File: config.mk
export PLATFORM = sky130hd
export DESIGN_NAME = block_buffer_cache_lru_top
export DESIGN_NICKNAME = d
export VERILOG_FILES = /design/src/bbc_pkg.sv /design/src/block_buffer_cache_lru_top.sv /design/src/bbc_ctrl.sv /design/src/bbc_dpath.sv
export VERILOG_INCLUDE_DIRS = /design/src /design/src/src
export SDC_FILE = /design/constraint.sdc
export NUM_CORES = 1
export LEC_CHECK = 0
export BUFFER_PORTS_ARGS = -buffer_cell sky130_fd_sc_hd__buf_2
export CAP_MARGIN = 20
export CORE_ASPECT_RATIO = 1.5
export CORE_UTILIZATION = 25
export CTS_CLUSTER_SIZE = 20
export DETAILED_ROUTE_END_ITERATION = 7
export PLACE_DENSITY = 0.42
export SYNTH_ARGS = -nofsm -noshare
export SYNTH_HDL_FRONTEND = slang
export SYNTH_HIERARCHICAL = 1
export SYNTH_SLANG_ARGS = --single-unit
export TNS_END_PERCENT = 1
File: constraint.sdc
create_clock -name aclk -period 6.24 [get_ports aclk]
set_clock_uncertainty 0.1 [all_clocks]
set_input_delay 1.248 -clock aclk [delete_from_list [all_inputs] [get_ports aclk]]
set_output_delay 1.248 -clock aclk [all_outputs]
set_load 0.02 [all_outputs]
File: src/block_buffer_cache_lru_top_defines.svh
// ---------------------------------------------------------------------------
// Buffer cache assertion macros
// Shared assertion wrappers; ASSERT_OFF compiles them away.
// ---------------------------------------------------------------------------
`ifndef BLOCK_BUFFER_CACHE_LRU_TOP_DEFINES_SVH
`define BLOCK_BUFFER_CACHE_LRU_TOP_DEFINES_SVH

`ifndef ASSERT_OFF
`define BBC_ASSERT_IMP(lbl, clk, rstn, trig, cons) \
    lbl: assert property (@(posedge clk) disable iff (!rstn) (trig) |-> (cons)) \
        else $error("bbc assertion failed");
`define BBC_ASSERT_NEXT(lbl, clk, rstn, trig, cons) \
    lbl: assert property (@(posedge clk) disable iff (!rstn) (trig) |=> (cons)) \
        else $error("bbc assertion failed");
`else
`define BBC_ASSERT_IMP(lbl, clk, rstn, trig, cons)
`define BBC_ASSERT_NEXT(lbl, clk, rstn, trig, cons)
`endif

`endif

File: src/bbc_pkg.sv
// ---------------------------------------------------------------------------
// Buffer cache package
// Beat types, result kinds and controller/datapath command types.
// ---------------------------------------------------------------------------
`default_nettype none

package bbc_pkg;

    localparam logic [1:0] KIND_FETCH     = 2'd0;
    localparam logic [1:0] KIND_WRITEBACK = 2'd1;
    localparam logic [1:0] KIND_DONE      = 2'd2;

    typedef struct packed {
        logic        mode;
        logic [15:0] block_number;
        logic [31:0] data_word;
    } in_item_t;

    typedef struct packed {
        logic [1:0]  command_kind;
        logic [15:0] out_block;
        logic [31:0] out_data;
        logic [2:0]  slot_index;
        logic        was_hit;
        logic        last_item;
    } out_item_t;

    typedef enum logic [1:0] {
        ADDR_PTR,
        ADDR_ORDER,
        ADDR_SLOT
    } addr_sel_t;

    typedef struct packed {
        logic       accept;
        logic       ptr_clear;
        logic       ptr_inc;
        logic       ptr_dec;
        addr_sel_t  addr_sel;
        logic       slot_from_ptr;
        logic       slot_from_order;
        logic       set_vpos;
        logic       capture_hit;
        logic       assign_tag;
        logic       store_write;
        logic       fill_read;
        logic       clear_dirty;
        logic       move_victim;
        logic       emit;
        logic [1:0] kind;
    } bbc_cmd_t;

    typedef struct packed {
        logic tag_match;
        logic order_match;
        logic dirty_at;
        logic valid_at;
        logic ptr_last;
        logic ptr_zero;
        logic is_write;
        logic out_free;
    } bbc_status_t;

endpackage

`default_nettype wire

File: src/block_buffer_cache_lru_top.sv
// ---------------------------------------------------------------------------
// Block buffer cache with LRU replacement, top level
// Fully associative delayed-write buffer cache: controller plus datapath.
// ---------------------------------------------------------------------------
//  channel  dir  handshake          beat
//  s_       in   s_valid/s_ready    in_item_t  (mode, block_number, data_word)
//  m_       out  m_valid/m_ready    out_item_t (kind, block, data, slot, hit, last)
//
//  One request at a time: accept, tag search (up to NUM_BUFFERS slots), list
//  walk to the slot or first clean victim (up to NUM_BUFFERS entries), one
//  step per write-back beat, then the remaining states; the serial walk over
//  the slot tags and the LRU list dominates the time per request.
//  Reset is synchronous, active low; it empties the cache and sets the LRU
//  list to slots 0..NUM_BUFFERS-1. No clearing pass.
//  A single result register holds each beat; m_ready low stalls the
//  controller only in the states that emit a beat.
// ---------------------------------------------------------------------------
`default_nettype none

module block_buffer_cache_lru_top #(
    parameter int NUM_BUFFERS = 8,
    parameter int TAG_BITS    = 16,
    parameter int DATA_BITS   = 32
) (
    input  wire                aclk,
    input  wire                aresetn,
    input  wire                s_valid,
    output logic               s_ready,
    input  bbc_pkg::in_item_t  s_item,
    output logic               m_valid,
    input  wire                m_ready,
    output bbc_pkg::out_item_t m_item
);
    import bbc_pkg::*;

    bbc_cmd_t    cmd;
    bbc_status_t st;

    // sequencer: search, scan, write-back and result states
    bbc_ctrl u_ctrl (
        .aclk    (aclk),
        .aresetn (aresetn),
        .s_valid (s_valid),
        .s_ready (s_ready),
        .st      (st),
        .cmd     (cmd)
    );

    // slot arrays, LRU list and result register
    bbc_dpath #(
        .NUM_BUFFERS (NUM_BUFFERS),
        .TAG_BITS    (TAG_BITS),
        .DATA_BITS   (DATA_BITS)
    ) u_dpath (
        .aclk    (aclk),
        .aresetn (aresetn),
        .s_item  (s_item),
        .cmd     (cmd),
        .st      (st),
        .m_valid (m_valid),
        .m_ready (m_ready),
        .m_item  (m_item)
    );

endmodule

`default_nettype wire

File: src/bbc_ctrl.sv
// ---------------------------------------------------------------------------
// Buffer cache controller
// Sequences search, victim scan, write-backs and result beats.
// ---------------------------------------------------------------------------
`default_nettype none

module bbc_ctrl (
    input  wire                  aclk,
    input  wire                  aresetn,
    input  wire                  s_valid,
    output logic                 s_ready,
    input  bbc_pkg::bbc_status_t st,
    output bbc_pkg::bbc_cmd_t    cmd
);
    import bbc_pkg::*;

    typedef enum logic [3:0] {
        ST_IDLE,
        ST_SEARCH,
        ST_FINDPOS,
        ST_SCAN,
        ST_WBALL,
        ST_VICTIM,
        ST_ASSIGN,
        ST_ACT,
        ST_WB,
        ST_MOVE,
        ST_DONE
    } state_t;

    state_t state_reg, state_next;
    logic   wb_reg, wb_next;

    assign s_ready = (state_reg == ST_IDLE);

    always_comb begin
        cmd        = '0;
        cmd.addr_sel = ADDR_SLOT;
        state_next = state_reg;
        wb_next    = wb_reg;
        unique case (state_reg)
            ST_IDLE: begin
                if (s_valid) begin
                    cmd.accept = 1'b1;
                    state_next = ST_SEARCH;
                end
            end
            ST_SEARCH: begin
                cmd.addr_sel = ADDR_PTR;
                if (st.tag_match) begin
                    cmd.slot_from_ptr = 1'b1;
                    cmd.ptr_clear     = 1'b1;
                    state_next        = ST_FINDPOS;
                end else if (st.ptr_last) begin
                    cmd.ptr_clear = 1'b1;
                    state_next    = ST_SCAN;
                end else begin
                    cmd.ptr_inc = 1'b1;
                end
            end
            ST_FINDPOS: begin
                if (st.order_match) begin
                    cmd.set_vpos    = 1'b1;
                    cmd.capture_hit = 1'b1;
                    wb_next         = 1'b0;
                    state_next      = ST_ACT;
                end else begin
                    cmd.ptr_inc = 1'b1;
                end
            end
            ST_SCAN: begin
                cmd.addr_sel = ADDR_ORDER;
                if (!st.dirty_at) begin
                    cmd.slot_from_order = 1'b1;
                    cmd.set_vpos        = 1'b1;
                    cmd.ptr_dec         = 1'b1;
                    wb_next             = !st.ptr_zero;
                    state_next          = ST_ASSIGN;
                end else if (st.ptr_last) begin
                    state_next = ST_WBALL;
                end else begin
                    cmd.ptr_inc = 1'b1;
                end
            end
            ST_WBALL: begin
                cmd.addr_sel = ADDR_ORDER;
                if (st.out_free) begin
                    cmd.emit        = 1'b1;
                    cmd.kind        = KIND_WRITEBACK;
                    cmd.clear_dirty = 1'b1;
                    if (st.ptr_zero) state_next = ST_VICTIM;
                    else cmd.ptr_dec = 1'b1;
                end
            end
            ST_VICTIM: begin
                cmd.addr_sel        = ADDR_ORDER;
                cmd.slot_from_order = 1'b1;
                cmd.set_vpos        = 1'b1;
                wb_next             = 1'b0;
                state_next          = ST_ASSIGN;
            end
            ST_ASSIGN: begin
                cmd.assign_tag = 1'b1;
                state_next     = ST_ACT;
            end
            ST_ACT: begin
                if (st.is_write) begin
                    cmd.store_write = 1'b1;
                    state_next      = wb_reg ? ST_WB : ST_MOVE;
                end else if (!st.valid_at) begin
                    if (st.out_free) begin
                        cmd.emit      = 1'b1;
                        cmd.kind      = KIND_FETCH;
                        cmd.fill_read = 1'b1;
                        state_next    = wb_reg ? ST_WB : ST_MOVE;
                    end
                end else begin
                    state_next = wb_reg ? ST_WB : ST_MOVE;
                end
            end
            ST_WB: begin
                cmd.addr_sel = ADDR_ORDER;
                if (st.out_free) begin
                    cmd.emit        = 1'b1;
                    cmd.kind        = KIND_WRITEBACK;
                    cmd.clear_dirty = 1'b1;
                    if (st.ptr_zero) state_next = ST_MOVE;
                    else cmd.ptr_dec = 1'b1;
                end
            end
            ST_MOVE: begin
                cmd.move_victim = 1'b1;
                state_next      = ST_DONE;
            end
            ST_DONE: begin
                if (st.out_free) begin
                    cmd.emit   = 1'b1;
                    cmd.kind   = KIND_DONE;
                    state_next = ST_IDLE;
                end
            end
            default: state_next = ST_IDLE;
        endcase
    end

    always_ff @(posedge aclk) begin
        if (!aresetn) begin
            state_reg <= ST_IDLE;
            wb_reg    <= 1'b0;
        end else begin
            state_reg <= state_next;
            wb_reg    <= wb_next;
        end
    end

endmodule

`default_nettype wire

File: src/bbc_dpath.sv
// ---------------------------------------------------------------------------
// Buffer cache datapath
// Slot tags, flags, data words, LRU list, pointers and result register.
// ---------------------------------------------------------------------------
`default_nettype none
`include "block_buffer_cache_lru_top_defines.svh"

module bbc_dpath #(
    parameter int NUM_BUFFERS = 8,
    parameter int TAG_BITS    = 16,
    parameter int DATA_BITS   = 32
) (
    input  wire                  aclk,
    input  wire                  aresetn,
    input  bbc_pkg::in_item_t    s_item,
    input  bbc_pkg::bbc_cmd_t    cmd,
    output bbc_pkg::bbc_status_t st,
    output logic                 m_valid,
    input  wire                  m_ready,
    output bbc_pkg::out_item_t   m_item
);
    import bbc_pkg::*;

    localparam int IDX_W = (NUM_BUFFERS > 1) ? $clog2(NUM_BUFFERS) : 1;

    logic [TAG_BITS-1:0]  tag_reg   [NUM_BUFFERS];
    logic                 inuse_reg [NUM_BUFFERS];
    logic                 valid_reg [NUM_BUFFERS];
    logic                 dirty_reg [NUM_BUFFERS];
    logic [DATA_BITS-1:0] data_reg  [NUM_BUFFERS];
    logic [IDX_W-1:0]     order_reg [NUM_BUFFERS];

    logic                 write_reg;
    logic [TAG_BITS-1:0]  blk_reg;
    logic [DATA_BITS-1:0] wdata_reg;
    logic                 hit_reg;
    logic [IDX_W-1:0]     ptr_reg, slot_reg, vpos_reg;

    logic                 m_valid_reg;
    out_item_t            m_item_reg;

    logic [IDX_W-1:0]     a;
    logic [IDX_W-1:0]     order_at_ptr;
    out_item_t            item;

    assign order_at_ptr = order_reg[ptr_reg];

    always_comb begin
        unique case (cmd.addr_sel)
            ADDR_PTR:   a = ptr_reg;
            ADDR_ORDER: a = order_at_ptr;
            ADDR_SLOT:  a = slot_reg;
            default:    a = slot_reg;
        endcase
    end

    assign st.tag_match   = inuse_reg[a] && (tag_reg[a] == blk_reg);
    assign st.order_match = (order_at_ptr == slot_reg);
    assign st.dirty_at    = dirty_reg[a];
    assign st.valid_at    = valid_reg[a];
    assign st.ptr_last    = (ptr_reg == IDX_W'(NUM_BUFFERS - 1));
    assign st.ptr_zero    = (ptr_reg == '0);
    assign st.is_write    = write_reg;
    assign st.out_free    = !m_valid_reg || m_ready;

    // result beat assembly
    always_comb begin
        item              = '0;
        item.command_kind = cmd.kind;
        item.slot_index   = 3'(a);
        item.out_block    = 16'(blk_reg);
        if (cmd.kind == KIND_WRITEBACK) begin
            item.out_block = 16'(tag_reg[a]);
            item.out_data  = 32'(data_reg[a]);
        end else if (cmd.kind == KIND_DONE) begin
            item.was_hit   = hit_reg;
            item.last_item = 1'b1;
            if (!write_reg) item.out_data = 32'(data_reg[a]);
        end
    end

    always_ff @(posedge aclk) begin
        if (!aresetn) begin
            for (int i = 0; i < NUM_BUFFERS; i++) begin
                tag_reg[i]   <= '0;
                inuse_reg[i] <= 1'b0;
                valid_reg[i] <= 1'b0;
                dirty_reg[i] <= 1'b0;
                order_reg[i] <= IDX_W'(i);
            end
            ptr_reg     <= '0;
            slot_reg    <= '0;
            vpos_reg    <= '0;
            hit_reg     <= 1'b0;
            m_valid_reg <= 1'b0;
        end else begin
            if (cmd.accept) begin
                ptr_reg <= '0;
                hit_reg <= 1'b0;
            end
            if (cmd.ptr_clear) ptr_reg <= '0;
            if (cmd.ptr_inc)   ptr_reg <= ptr_reg + 1'b1;
            if (cmd.ptr_dec)   ptr_reg <= ptr_reg - 1'b1;
            if (cmd.slot_from_ptr)   slot_reg <= ptr_reg;
            if (cmd.slot_from_order) slot_reg <= order_at_ptr;
            if (cmd.set_vpos)        vpos_reg <= ptr_reg;
            if (cmd.capture_hit)     hit_reg  <= valid_reg[slot_reg];
            if (cmd.assign_tag) begin
                tag_reg[a]   <= blk_reg;
                inuse_reg[a] <= 1'b1;
                valid_reg[a] <= 1'b0;
            end
            if (cmd.store_write) begin
                dirty_reg[a] <= 1'b1;
                valid_reg[a] <= 1'b1;
            end
            if (cmd.fill_read)   valid_reg[a] <= 1'b1;
            if (cmd.clear_dirty) dirty_reg[a] <= 1'b0;
            // pull the used slot out of the list and put it at the MRU tail
            if (cmd.move_victim) begin
                for (int i = 0; i < NUM_BUFFERS - 1; i++) begin
                    if (IDX_W'(i) >= vpos_reg) order_reg[i] <= order_reg[i + 1];
                end
                order_reg[NUM_BUFFERS - 1] <= slot_reg;
            end
            if (cmd.emit)         m_valid_reg <= 1'b1;
            else if (m_ready)     m_valid_reg <= 1'b0;
        end
    end

    // payload registers, no reset
    always_ff @(posedge aclk) begin
        if (cmd.accept) begin
            write_reg <= s_item.mode;
            blk_reg   <= TAG_BITS'(s_item.block_number);
            wdata_reg <= DATA_BITS'(s_item.data_word);
        end
        if (cmd.store_write || cmd.fill_read) data_reg[a] <= wdata_reg;
        if (cmd.emit) m_item_reg <= item;
    end

    assign m_valid = m_valid_reg;
    assign m_item  = m_item_reg;

    `BBC_ASSERT_IMP(a_victim_clean, aclk, aresetn, cmd.assign_tag, !dirty_reg[a])
    `BBC_ASSERT_IMP(a_emit_room, aclk, aresetn, cmd.emit, !m_valid_reg || m_ready)
    `BBC_ASSERT_IMP(a_last_is_done, aclk, aresetn, m_valid_reg,
                    m_item_reg.last_item == (m_item_reg.command_kind == KIND_DONE))
    `BBC_ASSERT_NEXT(a_wb_clears, aclk, aresetn, cmd.clear_dirty, !dirty_reg[$past(a)])

endmodule

`default_nettype wire
==> results.json <==
{
  "cts_tree": "built",
  "cts_setup_buffers": 0,
  "cts_sinks": 558,
  "finalCritPeriodShare_pct": 94.4,
  "syn_nets": 1734,
  "setup_violations": 0,
  "power_density_nw_per_um2": 469,
  "syn_area_um2": 22800,
  "finalSetupTns_ns": 0,
  "max_cap_viol_count": 0,
  "area_growth_pct": 18.4,
  "overflow": 0,
  "die_y_um": 372,
  "grt_usage_pct": 15.1,
  "cts-root-buf": "clkbuf_16",
  "largest_register_ffs": 256,
  "slew_headroom_pct": 25.3,
  "synth-main-ff-cell": "edfxtp_1",
  "die_area_um2": 92300,
  "holdWs_ns": 0.357,
  "routed_wl_mm": 69.9,
  "min_path_cells": 1,
  "yosysSeqAreaShare_pct": 71.6,
  "wl_per_cell_um": 23.2,
  "power_mw": 12.7,
  "viasPerCell": 4.67,
  "crit_path_max_fanout": 19,
  "layout_commonest_cell": "edfxtp_1",
  "worstPathRequired_ns": 6.65,
  "coreArea_um2": 90200,
  "fmax_ghz": 0.170,
  "ys_types": 69,
  "fin_nets": 1865,
  "worst_pin_slew_ns": 1.12,
  "dpl_worst_slack_ns": 0.196,
  "firstDrtPassIters": 5,
  "grt_antenna_before_repair": 0,
  "final_cell_area_um2": 26900,
  "hold_viol": 0,
  "grt_pass1_wl_mm": 101,
  "clk_pin_slew_ns": 0.06,
  "vias": 14100,
  "clk_latency_ns": 0.63,
  "yosysWarnings": 6,
  "htreeDepth": 2,
  "die_w_um": 248,
  "reg2regPathDepth": 17,
  "cts_made_buffers": 56,
  "leakagePower_nw": 9.24,
  "drt_drc_violations_left": 0,
  "layout-drive-gt1-share_pct": 17.3,
  "cp-start-kind": "register",
  "hold_path.class": "register to register",
  "slew_violations": 0,
  "initial_utilization_pct": 25.2,
  "worstPathArrival_ns": 6.30,
  "grt_pass1_vias": 14600,
  "ys_ff_latch": 558,
  "cp-end-kind": "register",
  "diodes": 0,
  "synthCells": 1677,
  "min_period_ns": 5.89,
  "final_cell_mix": "edfxtp_1 (512), nand2_1 (217), and2_1 (143), buf_2 (109), buf_4 (72)",
  "grt_max_degree": 52,
  "port_buffers": 109,
  "dp_cells": 2913,
  "placed_area_um2": 24900,
  "synth-edff-count": 512,
  "gp_congestion": 0.782,
  "io_pins": 110,
  "drtIter0Drc": 992,
  "fill_cells": 9174,
  "fin_util_pct": 29.9,
  "post-dp-hpwl_mm": 44.8,
  "synthArstFlopShare_pct": 0,
  "status": "finished, final reports clean",
  "final_cells": 3019,
  "fin_ws_ns": 0.352,
  "clockBufferDepth": 3,
  "drtAntennaViolNets": 0,
  "setup.worst_path.class": "register to register",
  "synth_area_per_cell_um2": 13.6,
  "peakVddDrop_uv": 290,
  "row_count": 135
}
[report_power, final]
group          switching (mW)  leakage (nW)  internal [mW]
sequential              0.325          5.18           4.49
combinational            2.88          3.09           1.24
clock                    1.50         0.970           2.21
[cells by family after synthesis]
group | after synthesis | synth area share, %
AOI/OAI and AO/OA | 318 | 9.16
xor gates and xnor gates | 20 | 0.769
adders and majority gates | 4 | 0.220
buffers and inverters | 129 | 2.69
DFF | 558 | 71.6
muxes | 58 | 2.96
and+or+nand+nor | 590 | 12.6
[synthesized netlist by cell type, types with 8 or more instances]
cell / instances / area (um^2)
edfxtp_1: 512 / 15400
nand2_1: 217 / 815
and2_1: 143 / 895
nor2_1: 83 / 312
o21ai_0: 68 / 340
a21oi_1: 63 / 315
nand3_1: 59 / 295
o22ai_1: 49 / 307
clkbuf_1: 47 / 176
dfxtp_1: 46 / 921
mux2i_1: 38 / 380
buf_2: 29 / 145
a211oi_1: 26 / 195
buf_1: 22 / 82.6
nand2b_1: 17 / 106
o211ai_1: 17 / 128
and3_1: 15 / 93.8
inv_1: 15 / 56.3
nor3_1: 14 / 70.1
a21o_1: 13 / 97.6
a31oi_1: 13 / 81.3
nor2b_1: 12 / 75.1
a2111oi_0: 11 / 96.3
mux2_2: 11 / 124
xnor2_1: 11 / 96.3
nor4_1: 10 / 62.6
o221ai_1: 10 / 87.6
xor2_1: 9 / 78.8
a32oi_1: 8 / 70.1
o211a_1: 8 / 80.1
[cell type report]
class                      instances  area, um^2  share of cell area (%)
sequential                       558       16300                    60.5
multi-input combinational        990        5980                    22.2
tap                             1164        1460                    5.40
clock buffer                      64        1450                    5.39
timing repair buffer             184        1130                    4.20
clock inverter                    41         554                    2.06
inverter                          18        73.8                   0.274
[metal layers]
metal / part of all wire, % / GRT usage, % / wire length (um) / up-vias
met1: 41 / 18.0 / 28700 / 7159
met4: 2.7 / 4.80 / 1870 / 0
met3: 3.4 / 1.94 / 2370 / 99
met5: 0 / 0 / 0 / -
li1: - / - / - / 6513
met2: 53 / 27.6 / 36900 / 317
[worst max-delay path, cell delays in order (launching register included)]
cell       delay, ns
dfxtp_1         0.69
nand2b_1        0.27
nor2_1          0.11
nor2_1          0.51
nand2b_1        0.49
o21ai_4         0.12
clkinv_2        0.30
nor2_1          0.19
buf_4           0.22
and3_1          0.16
a2111oi_2       0.45
xor2_1          0.11
nor4_1          0.45
and4b_1         0.41
nor2_1          0.11
a222oi_1        0.56
nand2_1         0.24
o211a_1         0.26
[repair_timing]
| item | CTS | global route |
|---|---|---|
| hold buffers | 0 | 0 |
| gates resized for setup | 0 | 6 |
| endpoints found under the setup margin | 0 | 10 |
| hold endpoints to repair | 0 | 0 |
[worst paths after layout]
path	from	slack (ns)	to
max	u_ctrl/state_reg[3]	0.35	u_ctrl/state_reg[2]
min	u_dpath/inuse_reg[0]	0.36	u_dpath/inuse_reg[0]
max reg2reg	u_ctrl/state_reg[3]	0.35	u_ctrl/state_reg[2]
min reg2reg	u_dpath/inuse_reg[0]	0.36	u_dpath/inuse_reg[0]
Power figures use the tool's default switching activity.
